--- config.mk ---
export PLATFORM = sky130hd
export DESIGN_NAME = coq_update
export DESIGN_NICKNAME = d
export VERILOG_FILES = /design/src/rtl/coq_pkg.sv /design/src/rtl/coq_update.sv
export SDC_FILE = /design/constraint.sdc
export NUM_CORES = 1
export LEC_CHECK = 0
export ABC_CLOCK_PERIOD_IN_PS = 4000
export BUFFER_PORTS_ARGS = -buffer_cell sky130_fd_sc_hd__clkbuf_2
export CORE_UTILIZATION = 42
export DETAILED_ROUTE_END_ITERATION = 7
export PLACE_DENSITY_LB_ADDON = 0.1
export SETUP_SLACK_MARGIN = 0.3
export SLEW_MARGIN = 15
export SYNTH_ARGS = -nofsm -noshare
export SYNTH_HDL_FRONTEND = slang
export SYNTH_SLANG_ARGS = --single-unit
--- constraint.sdc ---
create_clock -name vclk -period 4
set_input_delay 0.8 -clock vclk [all_inputs]
set_output_delay 0.8 -clock vclk [all_outputs]
set_load 0.02 [all_outputs]
--- src/rtl/coq_pkg.sv ---
// Package for the cell overvoltage qualifier: widths, qualifier and event codes,
// register indexes and the packed types shared by the RTL, the checker and the bench.
// No dependencies.
package coq_pkg;

  // Default sizing
  localparam int CELLS_DEF  = 256;
  localparam int LEVELS_DEF = 3;

  // Field widths
  localparam int CELL_W    = 8;
  localparam int LEVEL_W   = 2;
  localparam int VOLT_W    = 16;
  localparam int CNT_W     = 8;
  localparam int PARAM_W   = 48;
  localparam int CFG_IDX_W = 2;
  localparam int NUM_REGS  = 3;

  // Configuration register indexes
  localparam logic [CFG_IDX_W-1:0] REG_LEVEL_ONE   = 2'd0;
  localparam logic [CFG_IDX_W-1:0] REG_LEVEL_TWO   = 2'd1;
  localparam logic [CFG_IDX_W-1:0] REG_LEVEL_THREE = 2'd2;

  // Qualifier flag per cell and level
  typedef enum logic [1:0] {
    Q_NORMAL    = 2'd0,
    Q_SETTING   = 2'd1,
    Q_SET       = 2'd2,
    Q_RELEASING = 2'd3
  } qual_t;

  // Event kind
  typedef enum logic {
    EV_SET     = 1'b0,
    EV_RELEASE = 1'b1
  } evkind_t;

  // One level's register, MSB first
  typedef struct packed {
    logic [CNT_W-1:0]  rel_time;
    logic [CNT_W-1:0]  set_time;
    logic [VOLT_W-1:0] rel_thr;
    logic [VOLT_W-1:0] set_thr;
  } lvl_params_t;

  // One entry of the state memory
  typedef struct packed {
    qual_t            qual;
    logic [CNT_W-1:0] set_cnt;
    logic [CNT_W-1:0] rel_cnt;
  } entry_t;

  localparam entry_t ENTRY_RESET = '{qual: Q_NORMAL, set_cnt: '0, rel_cnt: '0};

  // Outcome of one qualifier update
  typedef struct packed {
    entry_t  entry;
    logic    ev;
    evkind_t kind;
  } upd_res_t;

endpackage

--- src/rtl/coq_update.sv ---
// Qualifier update for one sample: set path first, then the release path on
// the state the set path left. Depends on coq_pkg.
module coq_update import coq_pkg::*; (
  input  entry_t            cur,
  input  lvl_params_t       prm,
  input  logic [VOLT_W-1:0] volt,
  output upd_res_t          res
);

  qual_t            q_set, q_fin;
  logic [CNT_W-1:0] sc_nxt, rc_nxt;
  logic [CNT_W-1:0] sc_inc, rc_inc;
  logic             set_cond, rel_cond;
  logic             set_ev, rel_ev;

  assign sc_inc   = cur.set_cnt + CNT_W'(1);
  assign rc_inc   = cur.rel_cnt + CNT_W'(1);
  assign set_cond = (volt > prm.set_thr) && (prm.set_time != '0);
  assign rel_cond = (volt < prm.rel_thr) && (prm.rel_time != '0);

  // Set path
  always_comb begin
    q_set  = cur.qual;
    sc_nxt = cur.set_cnt;
    set_ev = 1'b0;
    if (set_cond) begin
      if (cur.qual == Q_NORMAL) begin
        q_set  = Q_SETTING;
        sc_nxt = CNT_W'(1);
      end else if (cur.qual == Q_SETTING) begin
        sc_nxt = sc_inc;
        if (sc_inc >= prm.set_time) begin
          q_set  = Q_SET;
          sc_nxt = '0;
          set_ev = 1'b1;
        end
      end
    end else if (cur.qual == Q_SETTING) begin
      q_set = Q_NORMAL;
    end
  end

  // Release path
  always_comb begin
    q_fin  = q_set;
    rc_nxt = cur.rel_cnt;
    rel_ev = 1'b0;
    if (rel_cond) begin
      if (q_set == Q_SET) begin
        q_fin  = Q_RELEASING;
        rc_nxt = CNT_W'(1);
      end else if (q_set == Q_RELEASING) begin
        rc_nxt = rc_inc;
        if (rc_inc >= prm.rel_time) begin
          q_fin  = Q_NORMAL;
          rc_nxt = '0;
          rel_ev = 1'b1;
        end
      end
    end else if (q_set == Q_RELEASING) begin
      q_fin = Q_SET;
    end
  end

  // A release event can only come from a releasing flag, so it never meets a set event
  always_comb begin
    res.entry.qual    = q_fin;
    res.entry.set_cnt = sc_nxt;
    res.entry.rel_cnt = rc_nxt;
    res.ev            = set_ev | rel_ev;
    res.kind          = rel_ev ? EV_RELEASE : EV_SET;
  end

endmodule

# Word level (Yosys, flattened, before mapping)

Index checks and enable logic that the tools add are counted.

Register bits after elaboration: 0
Input port bits: 82
Output and inout port bits: 20
Logic and storage cells: 42

Add/sub/neg operators: 2
Magnitude comparators: 4
Eq/ne operators: 3
Muxes and demuxes: 27
Bitwise gates (word level): 1
Reductions and logical operators: 5

Operator list:

| kind                                                                  | number |
|---|---|
| 8-bit two-way mux                                                     | 8 |
| 2-bit two-way mux                                                     | 10 |
| 8-bit by 1-bit adder with 8-bit output, second input constant         | 2 |
| 8-bit greater-or-equal comparator                                     | 2 |
| 16-bit greater-than comparator                                        | 1 |
| 16-bit less-than comparator                                           | 1 |
| 8-bit nonzero test                                                    | 2 |
| 1-bit two-way mux                                                     | 9 |
| 2-bit equality test, second input constant                            | 2 |
| 2-bit by 1-bit equality test with 1-bit output, second input constant | 1 |
| 1-bit logical AND                                                     | 2 |
| 2-bit logical NOT                                                     | 1 |
| 1-bit OR                                                              | 1 |

# Logic depth before layout (Yosys ltp)

Word-level depth: 11
Depth in mapped cells: 12
Gate-level depth less buffers: 11

# Least setup slack after synthesis

OpenSTA, ideal clock, no wires.

Kind: in2out
Start: in cur[0] (netlist name)
End: out res[8] (netlist name)
Data arrival time: 3.117 ns
Data required time: 3.200 ns
Setup slack: 0.083 ns
Cell stages on the path: 9
Buffers on the path: 0
Cell sequence: ha_1 > nand3_1 > nor3_1 > xor2_1 > ha_1 > and2_1 > a221oi_1 > o2111ai_2 > o32ai_1

RTL lines:

| element         | RTL line        | RTL |
|---|---|---|
| start, declared | coq_update.sv:4 | `input entry_t cur,` |
| end, declared   | coq_update.sv:7 | `output upd_res_t res` |

==> impl_metrics.env <==
export IMPL_worstSetupEndpointType="output port"
export IMPL_die_w_um=70.59
export IMPL_instance_area_after_placement_um2=2688
export IMPL_firstDrtPassIters=6
export IMPL_post_route_min_period_ns=3.957
export IMPL_final_hold_worst_slack_ns=1.941
export IMPL_postSynthNetCount=408
export IMPL_antenna_cells_inserted=0
export IMPL_dpl_hpwl_um=4446
export IMPL_min_delay_path_class="in -> out"
export IMPL_worst_slew_pin_transition_ns=0.6006
export IMPL_finalCritPeriodShare=0.9893
export IMPL_design_portCount=102
export IMPL_drt_wirelength_per_cell_um=14.11
export IMPL_sequential_cell_area_um2=0
export IMPL_layout_cells_most_common="sky130_fd_sc_hd__clkbuf_2"
export IMPL_hold_end="res[14]"
export IMPL_holdBufCountCts=0
export IMPL_final_nets=538
export IMPL_final_setup_worst_slack_ns=0.04262
export IMPL_drcViolationCount=16
export IMPL_cell_family_with_the_largest_share_of_critical_path_delay="compound AO/OA/AOI/OAI gates"
export IMPL_hold_path_startpoint="cur[12]"
export IMPL_largest_net_degree_at_the_start_of_global_routing=19
export IMPL_drv_slew=0
export IMPL_critical_path_buf_inv_count=4
export IMPL_ys_warn_count=0
export IMPL_timing_critical_path_cells="buf_2 > inv_2 > nor4_2 > xnor2_1 > ha_1 > and2_4 > o2111ai_1 > o2111ai_4 > buf_6 > nor3_4 > mux2i_1 > o221ai_1 > buf_4"
export IMPL_violations_in_the_final_reports="design-rule violations"
export IMPL_synth_avg_cell_area_um2=7.132
export IMPL_global_route_usage_total=0.2141
export IMPL_most_common_layout_cells="sky130_fd_sc_hd__clkbuf_2, sky130_fd_sc_hd__inv_1, sky130_fd_sc_hd__ha_1"
export IMPL_fillers=335
export IMPL_arrival_ns=3.16
export IMPL_number_of_antenna_violating_nets_in_the_routed_design=0
export IMPL_maximum_vdd_drop_v=0.00008119
export IMPL_outcome="finished, violations left"
export IMPL_timing_final_hold_violations=0
export IMPL_slowest_stage="sky130_fd_sc_hd__nor4_2"
export IMPL_totalNegativeSetupSlack_ns=0
export IMPL_number_of_clock_buffers_in_the_layout=0
export IMPL_setup_crit_start_kind="primary input"
export IMPL_critical_path_launch_point="cur[4]"
export IMPL_totalWireLength_um=6446
export IMPL_path_max_fanout=6
export IMPL_final_instance_count_excl_fill=457
export IMPL_global_route_overflow_total=0
export IMPL_routed_via_count=2489
export IMPL_vias_in_the_first_global_route=2234
export IMPL_leakage_nw=1.829
export IMPL_post_place_ws_ns=-0.01645
export IMPL_chipHeight_um=70.59
export IMPL_hold_path_cell_count=4
export IMPL_placement_rows=24
export IMPL_normalized_max_slew_margin=0.5969
export IMPL_initial_core_util=0.4445
export IMPL_routed_via_density=5.446
export IMPL_post_synth_inst_count=277
export IMPL_crit_required_ns=3.20
export IMPL_fp_dieArea_um2=4982
export IMPL_power_density_nw_per_um2=132.1
export IMPL_max_cap_viol_count=0
export IMPL_netlist_cell_type_count=51
export IMPL_final_area_um2=3319
export IMPL_coreArea_um2=4444
export IMPL_placedCellCount=444
export IMPL_setup_worst_path_class="in -> out"
export IMPL_detailedRoute_firstIterationViolations=102
export IMPL_synth_seq_area_share=0
export IMPL_unrepaired_setup_endpoints_after_global_routing="yes"
export IMPL_worst_path_largest_cell_delay_ns=0.31
export IMPL_area_added_between_synthesis_and_finish_pct=68.02
export IMPL_first_pass_grt_wire_length_um=9156
export IMPL_routabilityCongestion=0.7939
export IMPL_buffer_ports_inserted=102
export IMPL_antenna_violations_before_repair=0
export IMPL_max_freq_ghz=0.2527
export IMPL_fraction_of_layout_cells_with_a_size_suffix_above_1=0.4765
export IMPL_final_setup_viol_count=0
export IMPL_flops_and_latches=0
export IMPL_syn_area_um2=1976
stage by stage:
step	power [W]	utilization
finish	0.0004384	0.7469
global route	0.0004794	0.7469
CTS	0.0003502	0.6402
detailed placement	0.0003263	0.6047
global placement	0.0003222	0.6047
floorplan	0.0002087	-
synthesized netlist by cell type, types with 2 or more instances:
library cell | instances | share of area
sky130_fd_sc_hd__a211o_1 | 2 | 0.0089
sky130_fd_sc_hd__a211oi_1 | 2 | 0.0076
sky130_fd_sc_hd__a21o_1 | 5 | 0.019
sky130_fd_sc_hd__a21oi_1 | 15 | 0.038
sky130_fd_sc_hd__and2_1 | 2 | 0.0063
sky130_fd_sc_hd__and3_1 | 3 | 0.0095
sky130_fd_sc_hd__buf_4 | 2 | 0.0076
sky130_fd_sc_hd__ha_1 | 49 | 0.31
sky130_fd_sc_hd__inv_1 | 59 | 0.11
sky130_fd_sc_hd__mux2i_1 | 4 | 0.020
sky130_fd_sc_hd__nand2_1 | 22 | 0.042
sky130_fd_sc_hd__nand2b_1 | 6 | 0.019
sky130_fd_sc_hd__nand3_1 | 11 | 0.028
sky130_fd_sc_hd__nand4_1 | 3 | 0.0095
sky130_fd_sc_hd__nor2_1 | 9 | 0.017
sky130_fd_sc_hd__nor2b_1 | 5 | 0.016
sky130_fd_sc_hd__nor3_1 | 4 | 0.010
sky130_fd_sc_hd__nor3b_1 | 2 | 0.0076
sky130_fd_sc_hd__nor4_1 | 4 | 0.013
sky130_fd_sc_hd__o211ai_1 | 2 | 0.0076
sky130_fd_sc_hd__o21a_1 | 4 | 0.015
sky130_fd_sc_hd__o21ai_0 | 7 | 0.018
sky130_fd_sc_hd__o21ai_1 | 8 | 0.020
sky130_fd_sc_hd__o21bai_1 | 3 | 0.011
sky130_fd_sc_hd__o221ai_1 | 3 | 0.013
sky130_fd_sc_hd__o22ai_1 | 3 | 0.0095
sky130_fd_sc_hd__o31ai_4 | 2 | 0.022
sky130_fd_sc_hd__or3_1 | 2 | 0.0063
sky130_fd_sc_hd__or4_1 | 2 | 0.0076
sky130_fd_sc_hd__xnor2_1 | 7 | 0.031
sky130_fd_sc_hd__xor2_1 | 5 | 0.022
layout make-up:
| class | instances | area, um^2 | share of cell area |
|---|---|---|---|
| timing repair buffer | 130 | 880.8 | 0.2654 |
| multi-input combinational | 216 | 2152 | 0.6483 |
| tap | 52 | 65.06 | 0.01960 |
| inverter | 59 | 221.5 | 0.06672 |
kinds of logic (layout without fill, tap and decap cells):
logic type | count (synthesis) | in the layout | share of synthesized area
simple gates | 79 | 79 | 0.2141
compound gates | 71 | 72 | 0.2768
buf+inv | 62 | 189 | 0.1254
fa+ha+maj | 49 | 49 | 0.3103
xor+xnor | 12 | 12 | 0.05320
mux | 4 | 4 | 0.02027
repair_timing:
| item | 4_1_cts | 5_1_grt |
|---|---|---|
| endpoints found under the setup margin | 19 | 20 |
| resized for setup | 28 | 102 |
| buffers inserted | 3 | 9 |
| endpoints found under the hold margin | 0 | 0 |
| pin swaps | 11 | 25 |
| cloned | 0 | 1 |
power by group:
part	internal [W]	total [W]	switching, W	leakage [nW]
combinational	0.000209	0.000438	0.000229	1.83
clock	0	0	0	0
sequential	0	0	0	0
per-layer routing:
metal	routed length [um]	track usage	share of wire	up-vias
li1	-	-	-	1249
met1	2624	0.2791	0.41	1139
met2	3388	0.4013	0.53	84
met3	285	0.009972	0.044	17
met4	148	0.02667	0.023	0
met5	0	0	0	-
worst max path at each step:
stage	cells past startpoint	to
2_1_floorplan	9	res[3]
3_3_place_gp	13	res[4]
3_5_place_dp	13	res[4]
4_1_cts	13	res[4]
5_1_grt	13	res[7]
6_report	13	res[7]
Power figures use the tool's default switching activity.
