==> src/rtl/coq_pkg.sv <==
// Package for the cell overvoltage qualifier: widths, qualifier and event codes,
// register indexes and the packed types shared by the RTL, the checker and the bench.
// No dependencies.
package coq_pkg;

  // Default sizing
  localparam int CELLS_DEF  = 256;
  localparam int LEVELS_DEF = 3;

  // Field widths
  localparam int CELL_W    = 8;
  localparam int LEVEL_W   = 2;
  localparam int VOLT_W    = 16;
  localparam int CNT_W     = 8;
  localparam int PARAM_W   = 48;
  localparam int CFG_IDX_W = 2;
  localparam int NUM_REGS  = 3;

  // Configuration register indexes
  localparam logic [CFG_IDX_W-1:0] REG_LEVEL_ONE   = 2'd0;
  localparam logic [CFG_IDX_W-1:0] REG_LEVEL_TWO   = 2'd1;
  localparam logic [CFG_IDX_W-1:0] REG_LEVEL_THREE = 2'd2;

  // Qualifier flag per cell and level
  typedef enum logic [1:0] {
    Q_NORMAL    = 2'd0,
    Q_SETTING   = 2'd1,
    Q_SET       = 2'd2,
    Q_RELEASING = 2'd3
  } qual_t;

  // Event kind
  typedef enum logic {
    EV_SET     = 1'b0,
    EV_RELEASE = 1'b1
  } evkind_t;

  // One level's register, MSB first
  typedef struct packed {
    logic [CNT_W-1:0]  rel_time;
    logic [CNT_W-1:0]  set_time;
    logic [VOLT_W-1:0] rel_thr;
    logic [VOLT_W-1:0] set_thr;
  } lvl_params_t;

  // One entry of the state memory
  typedef struct packed {
    qual_t            qual;
    logic [CNT_W-1:0] set_cnt;
    logic [CNT_W-1:0] rel_cnt;
  } entry_t;

  localparam entry_t ENTRY_RESET = '{qual: Q_NORMAL, set_cnt: '0, rel_cnt: '0};

  // Outcome of one qualifier update
  typedef struct packed {
    entry_t  entry;
    logic    ev;
    evkind_t kind;
  } upd_res_t;

endpackage

==> src/rtl/coq_channels_if.sv <==


interface coq_cfg_if import coq_pkg::*; ();
  logic                 valid;
  logic                 ready;
  logic [CFG_IDX_W-1:0] index;
  logic [PARAM_W-1:0]   data;

  modport source(output valid, index, data, input ready);
  modport sink(input valid, index, data, output ready);
endinterface

==> src/rtl/coq_cfg_regs.sv <==
// Level parameter registers of the cell overvoltage qualifier and the
// per-level select for the update stage. Depends on coq_pkg, coq_cfg_if.
module coq_cfg_regs import coq_pkg::*; (
  input  logic               clk,
  input  logic               rst_n,
  coq_cfg_if.sink            cfg_ch,
  input  logic [LEVEL_W-1:0] sel_level,
  output lvl_params_t        sel_params
);

  lvl_params_t params_r [NUM_REGS];

  // Always ready; writes past the last register are dropped
  assign cfg_ch.ready = 1'b1;

  // Register writes
  always_ff @(posedge clk) begin
    if (!rst_n) begin
      for (int i = 0; i < NUM_REGS; i++) params_r[i] <= '0;
    end else if (cfg_ch.valid) begin
      unique case (cfg_ch.index)
        REG_LEVEL_ONE:   params_r[0] <= lvl_params_t'(cfg_ch.data);
        REG_LEVEL_TWO:   params_r[1] <= lvl_params_t'(cfg_ch.data);
        REG_LEVEL_THREE: params_r[2] <= lvl_params_t'(cfg_ch.data);
        default: ;
      endcase
    end
  end

  // Parameters of the level being updated
  assign sel_params = (32'(sel_level) < NUM_REGS) ? params_r[sel_level] : '0;

endmodule

==> src/flat_wrapper.sv <==
// flat-port wrapper written by rule: the top's interface ports become plain ports
module coq_cfg_regs_flat import coq_pkg::*;
  (clk, rst_n, sel_level, sel_params, cfg_ch_valid, cfg_ch_index, cfg_ch_data, cfg_ch_ready);
  coq_cfg_if cfg_ch_i ();
  input  logic clk;
  input  logic rst_n;
  input  logic [LEVEL_W-1:0] sel_level;
  output lvl_params_t sel_params;
  input wire logic [$bits(cfg_ch_i.valid)-1:0] cfg_ch_valid;
  input wire logic [$bits(cfg_ch_i.index)-1:0] cfg_ch_index;
  input wire logic [$bits(cfg_ch_i.data)-1:0] cfg_ch_data;
  output wire logic [$bits(cfg_ch_i.ready)-1:0] cfg_ch_ready;
  assign cfg_ch_i.valid = cfg_ch_valid;
  assign cfg_ch_i.index = cfg_ch_index;
  assign cfg_ch_i.data = cfg_ch_data;
  assign cfg_ch_ready = cfg_ch_i.ready;
  coq_cfg_regs u_core (.clk(clk), .rst_n(rst_n), .cfg_ch(cfg_ch_i), .sel_level(sel_level), .sel_params(sel_params));
endmodule
==> config.mk <==
export PLATFORM = sky130hd
export DESIGN_NAME = coq_cfg_regs_flat
export DESIGN_NICKNAME = d
export VERILOG_FILES = /design/src/rtl/coq_pkg.sv /design/src/rtl/coq_channels_if.sv /design/src/rtl/coq_cfg_regs.sv /design/src/flat_wrapper.sv
export SDC_FILE = /design/constraint.sdc
export NUM_CORES = 1
export LEC_CHECK = 0
export ABC_AREA = 1
export BUFFER_PORTS_ARGS = -buffer_cell sky130_fd_sc_hd__buf_2
export CAP_MARGIN = 20
export CORE_ASPECT_RATIO = 0.75
export CORE_MARGIN = 8
export CORE_UTILIZATION = 55
export CTS_BUF_LIST = sky130_fd_sc_hd__clkbuf_4 sky130_fd_sc_hd__clkbuf_8 sky130_fd_sc_hd__clkbuf_16
export DETAILED_ROUTE_END_ITERATION = 16
export GPL_ROUTABILITY_DRIVEN = 0
export GPL_TIMING_DRIVEN = 0
export PLACE_DENSITY = 0.78
export REMOVE_ABC_BUFFERS = 1
export SLEW_MARGIN = 20
export SYNTH_ARGS = -nofsm -noshare
export SYNTH_HDL_FRONTEND = slang
export SYNTH_SLANG_ARGS = --single-unit
==> constraint.sdc <==
create_clock -name clk -period 2 [get_ports clk]
set_input_delay 0.2 -clock clk [delete_from_list [all_inputs] [get_ports clk]]
set_output_delay 0.2 -clock clk [all_outputs]
set_load 0.02 [all_outputs]
# Word-level counts from Yosys, hierarchy flattened
# Memories as Yosys holds them, arrays and structs flattened.
# Cells that the tools add are included.
# Widths: inputs -> output; s select.
# classes
magnitude_cmp,1
eq_ne,2
n_mux,17
bitwise,3
reduce_logical,1
# ops
op,count
$mux 48,4
$mux 1,13
$or 1x1->1,3
$eq 2x1->1 const B,1
$eq 2x2->1 const B,1
$logic_not 2->1,1
$lt 2x2->1 const B,1
# word_totals
ff_bits,0
ramBits,144
input_bits,55
output_inout_bits,49
memories,1
# memory_table
memory,words,width,read_ports,rd_ports_with_merged_regs,wr,line_no,text
u_core.params_r,3,48,1,0,3,coq_cfg_regs.sv:11,lvl_params_t params_r [NUM_REGS];

# Longest topological paths before layout
# Gate-level depths: netlist of the first run.
# logic_depth
depth_word,6
depth_mapped,6
mapped_depth_nobuf,4

# Least setup slack after synthesis of the first run
# No wires, ideal clock.
# synth_timing
kind,input port to flip-flop
startpoint,input port cfg_ch_index[0]
endpoint,memory u_core.params_r[0][0] in the netlist's numbering (enable)
setup_ps,407
arrival_ps,1362
required_ps,1593
setup_slack_ps,232
stages,3
path_buffers,0
path_cell_list,inv_1 nand3_1 nand2_1
# synth_lines
item,line_no,text
from (decl),flat_wrapper.sv:10,input wire logic [$bits(cfg_ch_i.index)-1:0] cfg_ch_index;
to (decl),coq_cfg_regs.sv:11,

==> results_tabular.tex, run 1 <==
\begin{tabular}{lr}
\hline
Metric & Value \\
\hline
\multicolumn{2}{l}{\textbf{Worst setup path}} \\
\quad Top cell family by delay on the critical path & buffers and inverters \\
\quad Worst Setup End Kind & output pin \\
\quad Crit-path max cell delay & 0.50 ns \\
\quad Combined buffer and inverter count along the critical path & 4 \\
\quad Data required time at the worst endpoint & approximately 1.8 ns \\
\quad Slowest-stage cell, CP & sky130\_fd\_sc\_hd\_\_nor2\_4 \\
\quad Endpoint arrival time on the critical path & roughly 1.6 ns \\
\quad Critical Path Fanout Max & around 50 \\
\quad Series of cell instances along the critical path & buf\_2 > inv\_4 > nor2\_4 > buf\_16 > nand2\_1 > nand2\_1 > buf\_2 \\
\quad Launching element type of the critical path & input pin \\
\quad Classification of the worst setup path & in2out \\
\multicolumn{2}{l}{\textbf{Placement}} \\
\quad HPWL after DPL & 7.47 mm \\
\quad Count of buffers inserted at the top-level ports & a little over 100 \\
\quad Worst setup slack before clock tree synthesis & -0.625 ns \\
\multicolumn{2}{l}{\textbf{Drt}} \\
\quad Post-detailed-route via-to-cell ratio & 4.95 \\
\quad Post-detailed-route wirelength per cell & about 15 um \\
\quad Post-route DRC violation count & 0 \\
\quad Violation count after the first detailed-route iteration & $\sim$310 \\
\quad Via Count & approximately 4300 \\
\quad Number of nets with antenna violations after detailed routing & 0 \\
\quad TritonRoute pass-1 iters & 5 \\
\quad Final wirelength & about 13 mm \\
\multicolumn{2}{l}{\textbf{Yosys}} \\
\quad Cell type with the largest total area after synthesis & sky130\_fd\_sc\_hd\_\_edfxtp\_1 \\
\quad Post-synthesis sequential element count & roughly 140 \\
\quad Top-area cell type share of the netlist area & roughly 70\% \\
\quad Post-synthesis sequential area ratio & 69.8\% \\
\quad Post-synthesis cell count & 616 \\
\quad Summed instance area of the synthesized netlist & between 6000 and 7000 um2 \\
\quad Yosys synthesis warning count & 0 \\
\quad Syn avg cell area & a little over 10 um2 \\
\quad Leading cell types by total area after synthesis & sky130\_fd\_sc\_hd\_\_edfxtp\_1 70\%, sky130\_fd\_sc\_hd\_\_nand2\_1 12\%, sky130\_fd\_sc\_hd\_\_inv\_1 8.9\%, sky130\_fd\_sc\_hd\_\_nand3\_1 4.2\%, sky130\_fd\_sc\_hd\_\_nor2\_1 3.0\% \\
\quad Number of different library cells in the post-synthesis netlist & 11 \\
\multicolumn{2}{l}{\textbf{Pwr}} \\
\quad Total leakage power & around 0.0036 uW \\
\quad Clock network fraction of total power & 40.1\% \\
\quad Net Sw Frac & 23.9\% \\
\quad Internal Power & 5660 uW \\
\quad Net switching power figure & roughly 1800 uW \\
\quad Pwr dens & 1000 nW/um2 \\
\quad Sequential group share of total power & roughly half \\
\quad Worst VDD drop & roughly 0.00074 V \\
\quad Logic gate share of total power & approximately a tenth \\
\multicolumn{2}{l}{\textbf{Clocking}} \\
\quad CTS clk-pin slew, worst paths & about 0.060 ns \\
\quad CTS sink cnt & 144 \\
\quad Maximum root-to-sink buffer count & 2 \\
\quad Post-CTS setup buffer count & 0 \\
\quad Num CTS Buffers & 17 \\
\quad Cell chosen for the clock root & sky130\_fd\_sc\_hd\_\_clkbuf\_16 \\
\quad CTS tree & built \\
\quad Number of hold buffers added after CTS & 0 \\
\quad Count of H-tree levels built during CTS & 4 \\
\multicolumn{2}{l}{\textbf{Cells and area}} \\
\quad Max reg flops & $\sim$140 \\
\quad Leading cell types in the layout, fill and taps excluded & 193 x sky130\_fd\_sc\_hd\_\_nand2\_1, 146 x sky130\_fd\_sc\_hd\_\_inv\_1, 144 x sky130\_fd\_sc\_hd\_\_edfxtp\_1 \\
\quad Area added between synthesis and finish & 19.8\% \\
\quad Leading cell type in the layout, fill and taps excluded & sky130\_fd\_sc\_hd\_\_nand2\_1 \\
\quad Layout Utilization & between 60 and 70\% \\
\quad Largest register by flop count & u\_core.params\_r \\
\quad Largest registers & u\_core.params\_r: 144 flops \\
\quad Antenna cell count & 0 \\
\quad Total number of nets in the final design & between 700 and 800 \\
\quad Share of layout cells above drive strength 1 & between 10\% and 20\% \\
\multicolumn{2}{l}{\textbf{Global route}} \\
\quad Vias in the first global route & around 4500 \\
\quad First-pass GRT wire length & between 20 and 25 mm \\
\quad Overall track demand over capacity in global routing & between 10\% and 20\% \\
\quad GRT overflow & 0 \\
\quad Initial antenna violation count & 0 \\
\quad Pin count of the biggest net entering global routing & 51 \\
\multicolumn{2}{l}{\textbf{Worst hold path}} \\
\quad Classification of the worst-slack hold path & in2reg \\
\multicolumn{2}{l}{\textbf{Floorplan}} \\
\quad Count of standard-cell rows & 33 \\
\quad Total Die Area & roughly 15000 um2 \\
\quad Overall die width & between 100 and 150 um \\
\quad \# IOs & between 100 and 150 \\
\quad Area inside the core boundary & 10900 um2 \\
\quad Starting density of the core & 56.6\% \\
\quad Floorplan die height & 108 um \\
\multicolumn{2}{l}{\textbf{Timing}} \\
\quad Final Hold Viols & 0 \\
\quad Slew of the pin with the lowest slew margin & approximately 0.74 ns \\
\quad RSZ-0062 raised after global routing & false \\
\quad Final clock period utilization by the worst path & 88.9\% \\
\quad Count of pins over their slew limit & 0 \\
\quad Clock period minus final worst setup slack & approximately 1.8 ns \\
\quad Achievable clock frequency & roughly 0.56 GHz \\
\quad Max-slew headroom at the worst pin & 50.7\% \\
\quad Count of endpoints failing setup in the final report & 0 \\
\quad Fin Setup TNS & 0 ns \\
\quad Final critical-path setup slack & $\sim$0.22 ns \\
\multicolumn{2}{l}{\textbf{Status}} \\
\quad Run status & finished, final reports clean \\
\multicolumn{2}{l}{\textbf{Job}} \\
\quad Max-capacitance violation count & 0 \\
\hline
\end{tabular}
[through the flow]
stage                     cell area, um2  hold slack, ns  power (uW)  cells
after global placement              6750           0.553        4470    832
after global routing                7410           0.137        7690    866
after detailed placement            6850           0.562        4510    834
after CTS                           7410           0.126        7450    866
final                               7410           0.134        7430    866
after floorplan                     6060           0.449        4180    590
[worst paths after layout]
kind,end,startpoint,depth (start not counted),slack [ns]
setup / recovery,sel_params[20],sel_level[1],7,0.22
hold / removal,u_core.params_r[1][26]$_DFFE_PP_,cfg_ch_data[26],3,0.13
[cell families (layout without fill, tap and decap cells)]
| group | after synthesis | count (layout) | share of synthesized area, % |
|---|---|---|---|
| other | 1 | 1 | 0.0606 |
| buffers and inverters | 174 | 284 | 11.0 |
| and+or+nand+nor | 297 | 297 | 19.1 |
| DFF | 144 | 144 | 69.8 |
[power groups by stage]
stage,clock network [uW],registers (uW),logic [uW]
after floorplan,0,3720,468
after global placement,0,3730,741
after detailed placement,0,3730,780
after CTS,3000,3670,785
after global routing,3130,3690,865
final,2980,3670,775
[layer usage]
layer | global-route usage [%] | vias to the layer above | wire length [um]
li1 | - | 2080 | -
met1 | 20.3 | 2040 | 5430
met2 | 31.9 | 150 | 6630
met3 | 5.47 | 15 | 953
met4 | 6.65 | 0 | 119
met5 | 0 | - | 0
[synth_stat cells]
| master | count |
|---|---|
| sky130_fd_sc_hd__buf_2 | 12 |
| sky130_fd_sc_hd__inv_1 | 146 |
| sky130_fd_sc_hd__nand2_1 | 196 |
| sky130_fd_sc_hd__nand3_1 | 52 |
| sky130_fd_sc_hd__buf_4 | 4 |
| sky130_fd_sc_hd__buf_1 | 4 |
| sky130_fd_sc_hd__clkbuf_1 | 6 |
| sky130_fd_sc_hd__edfxtp_1 | 144 |
| sky130_fd_sc_hd__conb_1 | 1 |
| sky130_fd_sc_hd__nor2_1 | 49 |
| sky130_fd_sc_hd__inv_2 | 2 |
[repair_timing]
action,in CTS,in global routing
gates resized for setup,3,1
gates cloned,0,0
setup endpoints to repair,48,1
[area by class of cell]
cell class,count,area (um2)
clock buffer,18,433
clock inverter,14,124
fill,844,3530
inverter,148,561
multi-input combinational,298,1230
sequential,144,4320
tap,140,175
timing repair buffer,104,572
Note: power is estimated with default switching activity, not from simulation.
==> run 2, diff against run 1 <==
==> constraint.sdc (replaced) <==
create_clock -name clk -period 2.3 [get_ports clk]
set_input_delay 0.23 -clock clk [delete_from_list [all_inputs] [get_ports clk]]
set_output_delay 0.23 -clock clk [all_outputs]
set_load 0.02 [all_outputs]
==> results_tabular.tex, run 2 (synthesis results as in run 1) <==
\begin{tabular}{lr}
\hline
Metric & Value \\
\hline
\multicolumn{2}{l}{\textbf{Status}} \\
\quad Run status & finished, final reports clean (unchanged) \\
\multicolumn{2}{l}{\textbf{Cells and area}} \\
\quad Antenna cell count & 0 (unchanged) \\
\quad Total number of nets in the final design & 768 (unchanged) \\
\quad Final cell count without fillers & 866 (unchanged) \\
\quad Area added between synthesis and finish & 19.7\% (was 19.8\%) \\
\quad Largest register by flop count & u\_core.params\_r (unchanged) \\
\quad Leading cell type in the layout, fill and taps excluded & sky130\_fd\_sc\_hd\_\_nand2\_1 (unchanged) \\
\quad Max reg flops & 144 (unchanged) \\
\quad Share of layout cells above drive strength 1 & 19.1\% (unchanged) \\
\quad Leading cell types in the layout, fill and taps excluded & 193 x sky130\_fd\_sc\_hd\_\_nand2\_1, 146 x sky130\_fd\_sc\_hd\_\_inv\_1, 144 x sky130\_fd\_sc\_hd\_\_edfxtp\_1 (unchanged) \\
\quad Largest registers & u\_core.params\_r: 144 flops (unchanged) \\
\quad Fill cell instance count of the final layout & 845 (was 844) \\
\multicolumn{2}{l}{\textbf{Drt}} \\
\quad Post-route DRC violation count & 0 (unchanged) \\
\quad Violation count after the first detailed-route iteration & 284 (was 309) \\
\quad Final wirelength & 13.2 mm (was 13.1 mm) \\
\quad Post-detailed-route via-to-cell ratio & 4.92 (was 4.95) \\
\quad Via Count & 4258 (was 4285) \\
\quad TritonRoute pass-1 iters & 5 (unchanged) \\
\quad Post-detailed-route wirelength per cell & 15.2 um (about the same) \\
\quad Number of nets with antenna violations after detailed routing & 0 (unchanged) \\
\multicolumn{2}{l}{\textbf{Floorplan}} \\
\quad Total Die Area & 14900 um2 (unchanged) \\
\quad \# IOs & 104 (unchanged) \\
\quad Count of standard-cell rows & 33 (unchanged) \\
\quad Starting density of the core & 56.6\% (unchanged) \\
\quad Floorplan die height & 108 um (unchanged) \\
\quad Area inside the core boundary & 10900 um2 (unchanged) \\
\quad Overall die width & 139 um (unchanged) \\
\multicolumn{2}{l}{\textbf{Timing}} \\
\quad Fin Setup TNS & 0 ns (unchanged) \\
\quad Post-route worst hold slack & 0.163 ns (was 0.134 ns) \\
\quad Final clock period utilization by the worst path & 93.2\% \\
\quad Clock period minus final worst setup slack & between 2 and 2.5 ns \\
\quad Slew of the pin with the lowest slew margin & 1.02 ns (was 0.739 ns) \\
\quad RSZ-0062 raised after global routing & false (unchanged) \\
\quad Max-slew headroom at the worst pin & 32.2\% (was 50.7\%) \\
\quad Count of pins over their slew limit & 0 (unchanged) \\
\quad Count of endpoints failing setup in the final report & 0 (unchanged) \\
\quad Final Hold Viols & 0 (unchanged) \\
\quad Achievable clock frequency & 0.466 GHz \\
\multicolumn{2}{l}{\textbf{Clocking}} \\
\quad CTS sink cnt & 144 (unchanged) \\
\quad Count of H-tree levels built during CTS & 4 (unchanged) \\
\quad CTS tree & built (unchanged) \\
\quad Maximum root-to-sink buffer count & 2 (unchanged) \\
\quad Post-CTS setup buffer count & 0 (unchanged) \\
\quad Number of hold buffers added after CTS & 0 (unchanged) \\
\quad Num CTS Buffers & 17 (unchanged) \\
\quad Cell chosen for the clock root & sky130\_fd\_sc\_hd\_\_clkbuf\_16 (unchanged) \\
\quad CTS clk-pin slew, worst paths & 0.06 ns (about the same) \\
\multicolumn{2}{l}{\textbf{Worst hold path}} \\
\quad Classification of the worst-slack hold path & in2reg (unchanged) \\
\quad Hold Crit Endpoint & u\_core.params\_r[1][26]\$\_DFFE\_PP\_ (unchanged) \\
\quad Start point of the worst hold path & cfg\_ch\_data[26] (unchanged) \\
\quad Cell depth of the worst hold path & 3 (unchanged) \\
\multicolumn{2}{l}{\textbf{Worst setup path}} \\
\quad Worst Setup End Kind & output pin (unchanged) \\
\quad Slowest-stage cell, CP & sky130\_fd\_sc\_hd\_\_inv\_2 (was sky130\_fd\_sc\_hd\_\_nor2\_4) \\
\quad Crit-path max cell delay & 0.72 ns (was 0.50 ns) \\
\quad Launching element type of the critical path & input pin (unchanged) \\
\quad Critical Path Fanout Max & 49 (unchanged) \\
\quad Data required time at the worst endpoint & 2.07 ns (was 1.80 ns) \\
\quad Series of cell instances along the critical path & buf\_2 > inv\_2 > nor2\_4 > buf\_16 > nand2\_1 > nand2\_1 > buf\_2 (was buf\_2 > inv\_4 > nor2\_4 > buf\_16 > nand2\_1 > nand2\_1 > buf\_2) \\
\quad Endpoint arrival time on the critical path & 1.91 ns (was 1.58 ns) \\
\quad Classification of the worst setup path & in2out (unchanged) \\
\multicolumn{2}{l}{\textbf{Placement}} \\
\quad Dpl cells & 834 (unchanged) \\
\quad HPWL after DPL & 7.47 mm (unchanged) \\
\quad Count of buffers inserted at the top-level ports & 102 (unchanged) \\
\multicolumn{2}{l}{\textbf{Global route}} \\
\quad Vias in the first global route & 4463 (was 4455) \\
\quad GRT overflow & 0 (unchanged) \\
\quad Pin count of the biggest net entering global routing & 51 (unchanged) \\
\quad Overall track demand over capacity in global routing & 18.0\% (about the same) \\
\quad First-pass GRT wire length & 21.0 mm (was 21.1 mm) \\
\quad Initial antenna violation count & 0 (unchanged) \\
\multicolumn{2}{l}{\textbf{Pwr}} \\
\quad Total leakage power & 0.00364 uW (about the same) \\
\quad Worst VDD drop & 0.000640 V (was 0.000737 V) \\
\quad Pwr dens & 871 nW/um2 (was 1000 nW/um2) \\
\multicolumn{2}{l}{\textbf{Job}} \\
\quad Max-capacitance violation count & 0 (unchanged) \\
\hline
\end{tabular}
-- run 2: cell count changes in the layout (fill, tap and decap cells not counted) --
cell,delta
sky130_fd_sc_hd__buf_4,+1
sky130_fd_sc_hd__buf_6,-1
sky130_fd_sc_hd__inv_2,+1
sky130_fd_sc_hd__inv_4,-1
-- run 2: worst max-delay path, delay by kind of cell --
| kind | cells | cell delay, ns |
|---|---|---|
| and+or+nand+nor | 3 | 0.41 |
| buffers and inverters | 4 | 1.25 |
-- run 2: timing repair --
action / CTS / global route
hold endpoints to repair: 0 / 0
setup endpoints to repair: 48 / 2
pin swaps: 0 / 0
resized for setup: 1 / 2
-- run 2: how the worst max path moves through the flow --
| stage | start | end | slack (ns) | cells past startpoint |
|---|---|---|---|---|
| final | sel_level[1] | sel_params[20] | 0.16 | 7 |
| after global routing | sel_level[1] | sel_params[20] | 0.02 | 7 |
| after CTS | sel_level[0] | sel_params[11] | 0.04 | 6 |
| after detailed placement | sel_level[0] | sel_params[11] | -0.39 | 6 |
| after global placement | sel_level[0] | sel_params[13] | -2.14 | 5 |
| after floorplan | sel_level[1] | sel_params[0] | -0.19 | 4 |
-- run 2: layout make-up --
class	instances	area, um2	share of cell area [%]
clock buffers	18	433	5.84
clock inverters	14	124	1.67
inverters	148	558	7.53
multi-input cells	298	1230	16.6
flip-flops and latches	144	4320	58.4
well taps	140	175	2.36
repair buffers	104	568	7.67
-- run 2: routing by layer --
layer | wire (um) | GRT usage (%)
met2 | 6660 | 31.9
met1 | 5330 | 20.2
met3 | 1020 | 5.47
met5 | 0 | 0
met4 | 131 | 6.65
-- run 2: metrics by stage --
stage / util, % / power (uW) / area [um2] / setup slack (ns)
detailed placement: 62.6 / 3920 / 6850 / -0.385
global placement: 61.7 / 3890 / 6750 / -2.14
floorplan: - / 3640 / 6060 / -0.195
global route: 67.7 / 6680 / 7410 / 0.0222
finish: 67.7 / 6460 / 7410 / 0.156
CTS: 67.7 / 6480 / 7410 / 0.0435
-- run 2: where the power goes --
group / switching, uW / leakage [uW] / internal [uW]
logic: 470 / 0.00195 / 202
registers: 59.0 / 0.00142 / 3140
clock network: 1010 / 0.000273 / 1580
==> run 3, diff against run 2 <==
--- a/config.mk
+++ b/config.mk
@@ -8,7 +8,6 @@
 export ABC_AREA = 1
 export BUFFER_PORTS_ARGS = -buffer_cell sky130_fd_sc_hd__buf_2
 export CAP_MARGIN = 20
-export CORE_ASPECT_RATIO = 0.75
 export CORE_MARGIN = 8
 export CORE_UTILIZATION = 55
 export CTS_BUF_LIST = sky130_fd_sc_hd__clkbuf_4 sky130_fd_sc_hd__clkbuf_8 sky130_fd_sc_hd__clkbuf_16
==> results_tabular.tex, run 3 (synthesis results as in run 1) <==
\begin{tabular}{lr}
\hline
Metric & Value \\
\hline
\multicolumn{2}{l}{\textbf{Status}} \\
\quad Run status & finished, final reports clean (unchanged) \\
\multicolumn{2}{l}{\textbf{Floorplan}} \\
\quad Floorplan die height & 122 um (was 108 um) \\
\quad \# IOs & 104 (unchanged) \\
\quad Starting density of the core & 56.6\% (about the same) \\
\quad Overall die width & 122 um (was 139 um) \\
\quad Count of standard-cell rows & 38 (was 33) \\
\quad Total Die Area & 14900 um2 (about the same) \\
\quad Area inside the core boundary & 10900 um2 (about the same) \\
\multicolumn{2}{l}{\textbf{Placement}} \\
\quad Dpl cells & 834 (unchanged) \\
\quad HPWL after DPL & 7.03 mm (was 7.47 mm) \\
\quad Count of buffers inserted at the top-level ports & 102 (unchanged) \\
\quad Worst setup slack before clock tree synthesis & -0.365 ns (was -0.385 ns) \\
\multicolumn{2}{l}{\textbf{Timing}} \\
\quad Max-slew headroom at the worst pin & 28.8\% (was 32.2\%) \\
\quad Final clock period utilization by the worst path & 95.2\% (was 93.2\%) \\
\quad Final critical-path setup slack & 0.111 ns (was 0.156 ns) \\
\quad RSZ-0062 raised after global routing & false (unchanged) \\
\quad Fin Setup TNS & 0 ns (unchanged) \\
\quad Slew of the pin with the lowest slew margin & 1.07 ns (was 1.02 ns) \\
\quad Count of pins over their slew limit & 0 (unchanged) \\
\quad Count of endpoints failing setup in the final report & 0 (unchanged) \\
\quad Clock period minus final worst setup slack & 2.19 ns (was 2.14 ns) \\
\quad Achievable clock frequency & 0.457 GHz (was 0.466 GHz) \\
\quad Final Hold Viols & 0 (unchanged) \\
\multicolumn{2}{l}{\textbf{Cells and area}} \\
\quad Largest register by flop count & u\_core.params\_r (unchanged) \\
\quad Fill cell instance count of the final layout & 806 (was 845) \\
\quad Area added between synthesis and finish & 19.7\% (about the same) \\
\quad Total number of nets in the final design & 768 (unchanged) \\
\quad Share of layout cells above drive strength 1 & 19.6\% (was 19.1\%) \\
\quad Layout Utilization & 67.8\% (was 67.7\%) \\
\quad Antenna cell count & 0 (unchanged) \\
\quad Largest registers & u\_core.params\_r: 144 flops (unchanged) \\
\quad Area occupied by registers & 4320 um2 (unchanged) \\
\quad Final cell count without fillers & 865 (was 866) \\
\quad Max reg flops & 144 (unchanged) \\
\quad Leading cell type in the layout, fill and taps excluded & sky130\_fd\_sc\_hd\_\_nand2\_1 (unchanged) \\
\quad Area of the multi-input gates & 1230 um2 (unchanged) \\
\quad Leading cell types in the layout, fill and taps excluded & 193 x sky130\_fd\_sc\_hd\_\_nand2\_1, 146 x sky130\_fd\_sc\_hd\_\_inv\_1, 144 x sky130\_fd\_sc\_hd\_\_edfxtp\_1 (unchanged) \\
\multicolumn{2}{l}{\textbf{Worst hold path}} \\
\quad Classification of the worst-slack hold path & in2reg (unchanged) \\
\quad Cell depth of the worst hold path & 3 (unchanged) \\
\quad Start point of the worst hold path & cfg\_ch\_data[43] (was cfg\_ch\_data[26]) \\
\quad Hold Crit Endpoint & u\_core.params\_r[1][43]\$\_DFFE\_PP\_ (was u\_core.params\_r[1][26]\$\_DFFE\_PP\_) \\
\multicolumn{2}{l}{\textbf{Global route}} \\
\quad Overall track demand over capacity in global routing & 17.6\% (was 18.0\%) \\
\quad GRT overflow & 0 (unchanged) \\
\quad Pin count of the biggest net entering global routing & 51 (unchanged) \\
\quad Initial antenna violation count & 0 (unchanged) \\
\quad First-pass GRT wire length & 20.1 mm (was 21.0 mm) \\
\quad Vias in the first global route & 4133 (was 4463) \\
\multicolumn{2}{l}{\textbf{Drt}} \\
\quad Post-detailed-route via-to-cell ratio & 4.87 (was 4.92) \\
\quad Via Count & 4209 (was 4258) \\
\quad Violation count after the first detailed-route iteration & 281 (was 284) \\
\quad Post-route DRC violation count & 0 (unchanged) \\
\quad TritonRoute pass-1 iters & 6 (was 5) \\
\quad Post-detailed-route wirelength per cell & 14.6 um (was 15.2 um) \\
\quad Final wirelength & 12.7 mm (was 13.2 mm) \\
\quad Number of nets with antenna violations after detailed routing & 0 (unchanged) \\
\multicolumn{2}{l}{\textbf{Worst setup path}} \\
\quad Endpoint arrival time on the critical path & 1.96 ns (was 1.91 ns) \\
\quad Launching element type of the critical path & input pin (unchanged) \\
\quad Series of cell instances along the critical path & buf\_2 > inv\_2 > nor2\_4 > buf\_16 > nand2\_1 > nand2\_1 > buf\_2 (unchanged) \\
\quad Critical Path Fanout Max & 49 (unchanged) \\
\quad Classification of the worst setup path & in2out (unchanged) \\
\quad Crit-path max cell delay & 0.73 ns (was 0.72 ns) \\
\quad Slowest-stage cell, CP & sky130\_fd\_sc\_hd\_\_inv\_2 (unchanged) \\
\quad Worst Setup End Kind & output pin (unchanged) \\
\quad Data required time at the worst endpoint & 2.07 ns (about the same) \\
\multicolumn{2}{l}{\textbf{Pwr}} \\
\quad Net Sw Frac & 22.8\% (was 23.8\%) \\
\quad Clock network fraction of total power & 40.2\% (was 40.1\%) \\
\quad Internal Power & 4990 uW (was 4920 uW) \\
\quad Worst VDD drop & 0.000499 V (was 0.000640 V) \\
\quad Sequential group share of total power & 49.4\% (was 49.5\%) \\
\quad Logic gate share of total power & 10.4\% (about the same) \\
\quad Total chip power & 6460 uW (about the same) \\
\quad Pwr dens & 871 nW/um2 (about the same) \\
\quad Net switching power figure & 1470 uW (was 1540 uW) \\
\quad Total leakage power & 0.00365 uW (was 0.00364 uW) \\
\multicolumn{2}{l}{\textbf{Job}} \\
\quad Max-capacitance violation count & 0 (unchanged) \\
\multicolumn{2}{l}{\textbf{Clocking}} \\
\quad Total of cells resized after clock tree synthesis & 1 (unchanged) \\
\quad CTS sink cnt & 144 (unchanged) \\
\quad Maximum root-to-sink buffer count & 2 (unchanged) \\
\quad Num CTS Buffers & 17 (unchanged) \\
\quad CTS clk-pin slew, worst paths & 0.06 ns (about the same) \\
\quad Post-CTS setup buffer count & 0 (unchanged) \\
\quad CTS tree & built (unchanged) \\
\quad Cell chosen for the clock root & sky130\_fd\_sc\_hd\_\_clkbuf\_16 (unchanged) \\
\quad Number of hold buffers added after CTS & 0 (unchanged) \\
\quad Count of H-tree levels built during CTS & 4 (unchanged) \\
\hline
\end{tabular}
run 3: changes by cell type in the layout (fill, tap and decap cells not counted), sizes merged:
cell and delta:
clkinv -4, clkinvlp -2, clkbuf +5
run 3: stage by stage:
step           hold slack, ns  instance area [um2]
3_3_place_gp            0.582                 6750
3_5_place_dp            0.591                 6850
5_1_grt                 0.168                 7410
6_report                0.169                 7410
2_1_floorplan           0.479                 6060
4_1_cts                 0.155                 7410
run 3: layout make-up:
cell class	instances	area share, %
flip-flops and latches	144	58.3
multi-input cells	298	16.5
repair buffers	104	7.66
inverters	148	7.53
clock buffers	23	6.35
well taps	140	2.36
clock inverters	8	1.22
run 3: worst max path at each step:
stage / start / end / slack [ns] / depth (start not counted)
6_report: sel_level[1] / sel_params[27] / 0.11 / 7
5_1_grt: sel_level[1] / sel_params[5] / 0.01 / 7
4_1_cts: sel_level[1] / sel_params[45] / 0.07 / 7
3_5_place_dp: sel_level[0] / sel_params[27] / -0.36 / 6
3_3_place_gp: sel_level[0] / sel_params[4] / -2.16 / 5
2_1_floorplan: sel_level[1] / sel_params[0] / -0.19 / 4
run 3: power by group through the flow:
stage	sequential, uW	combinational [uW]	clock, uW
after global routing	3210	746	2730
after CTS	3190	681	2610
after global placement	3240	644	0
after detailed placement	3240	676	0
after floorplan	3230	407	0
final	3190	670	2590
run 3: routing by layer:
| layer | routed length [um] | up-vias | track usage, % |
|---|---|---|---|
| met5 | 0 | - | 0 |
| met4 | 148 | 0 | 7.62 |
| met3 | 1020 | 15 | 4.86 |
| met2 | 6240 | 145 | 29.2 |
| met1 | 5250 | 1967 | 21.3 |
| li1 | - | 2082 | - |
run 3: critical path: cells and delay by family:
family,cells,cell delay [ns]
buffers and inverters,4,1.26
AND/OR/NAND/NOR,3,0.42
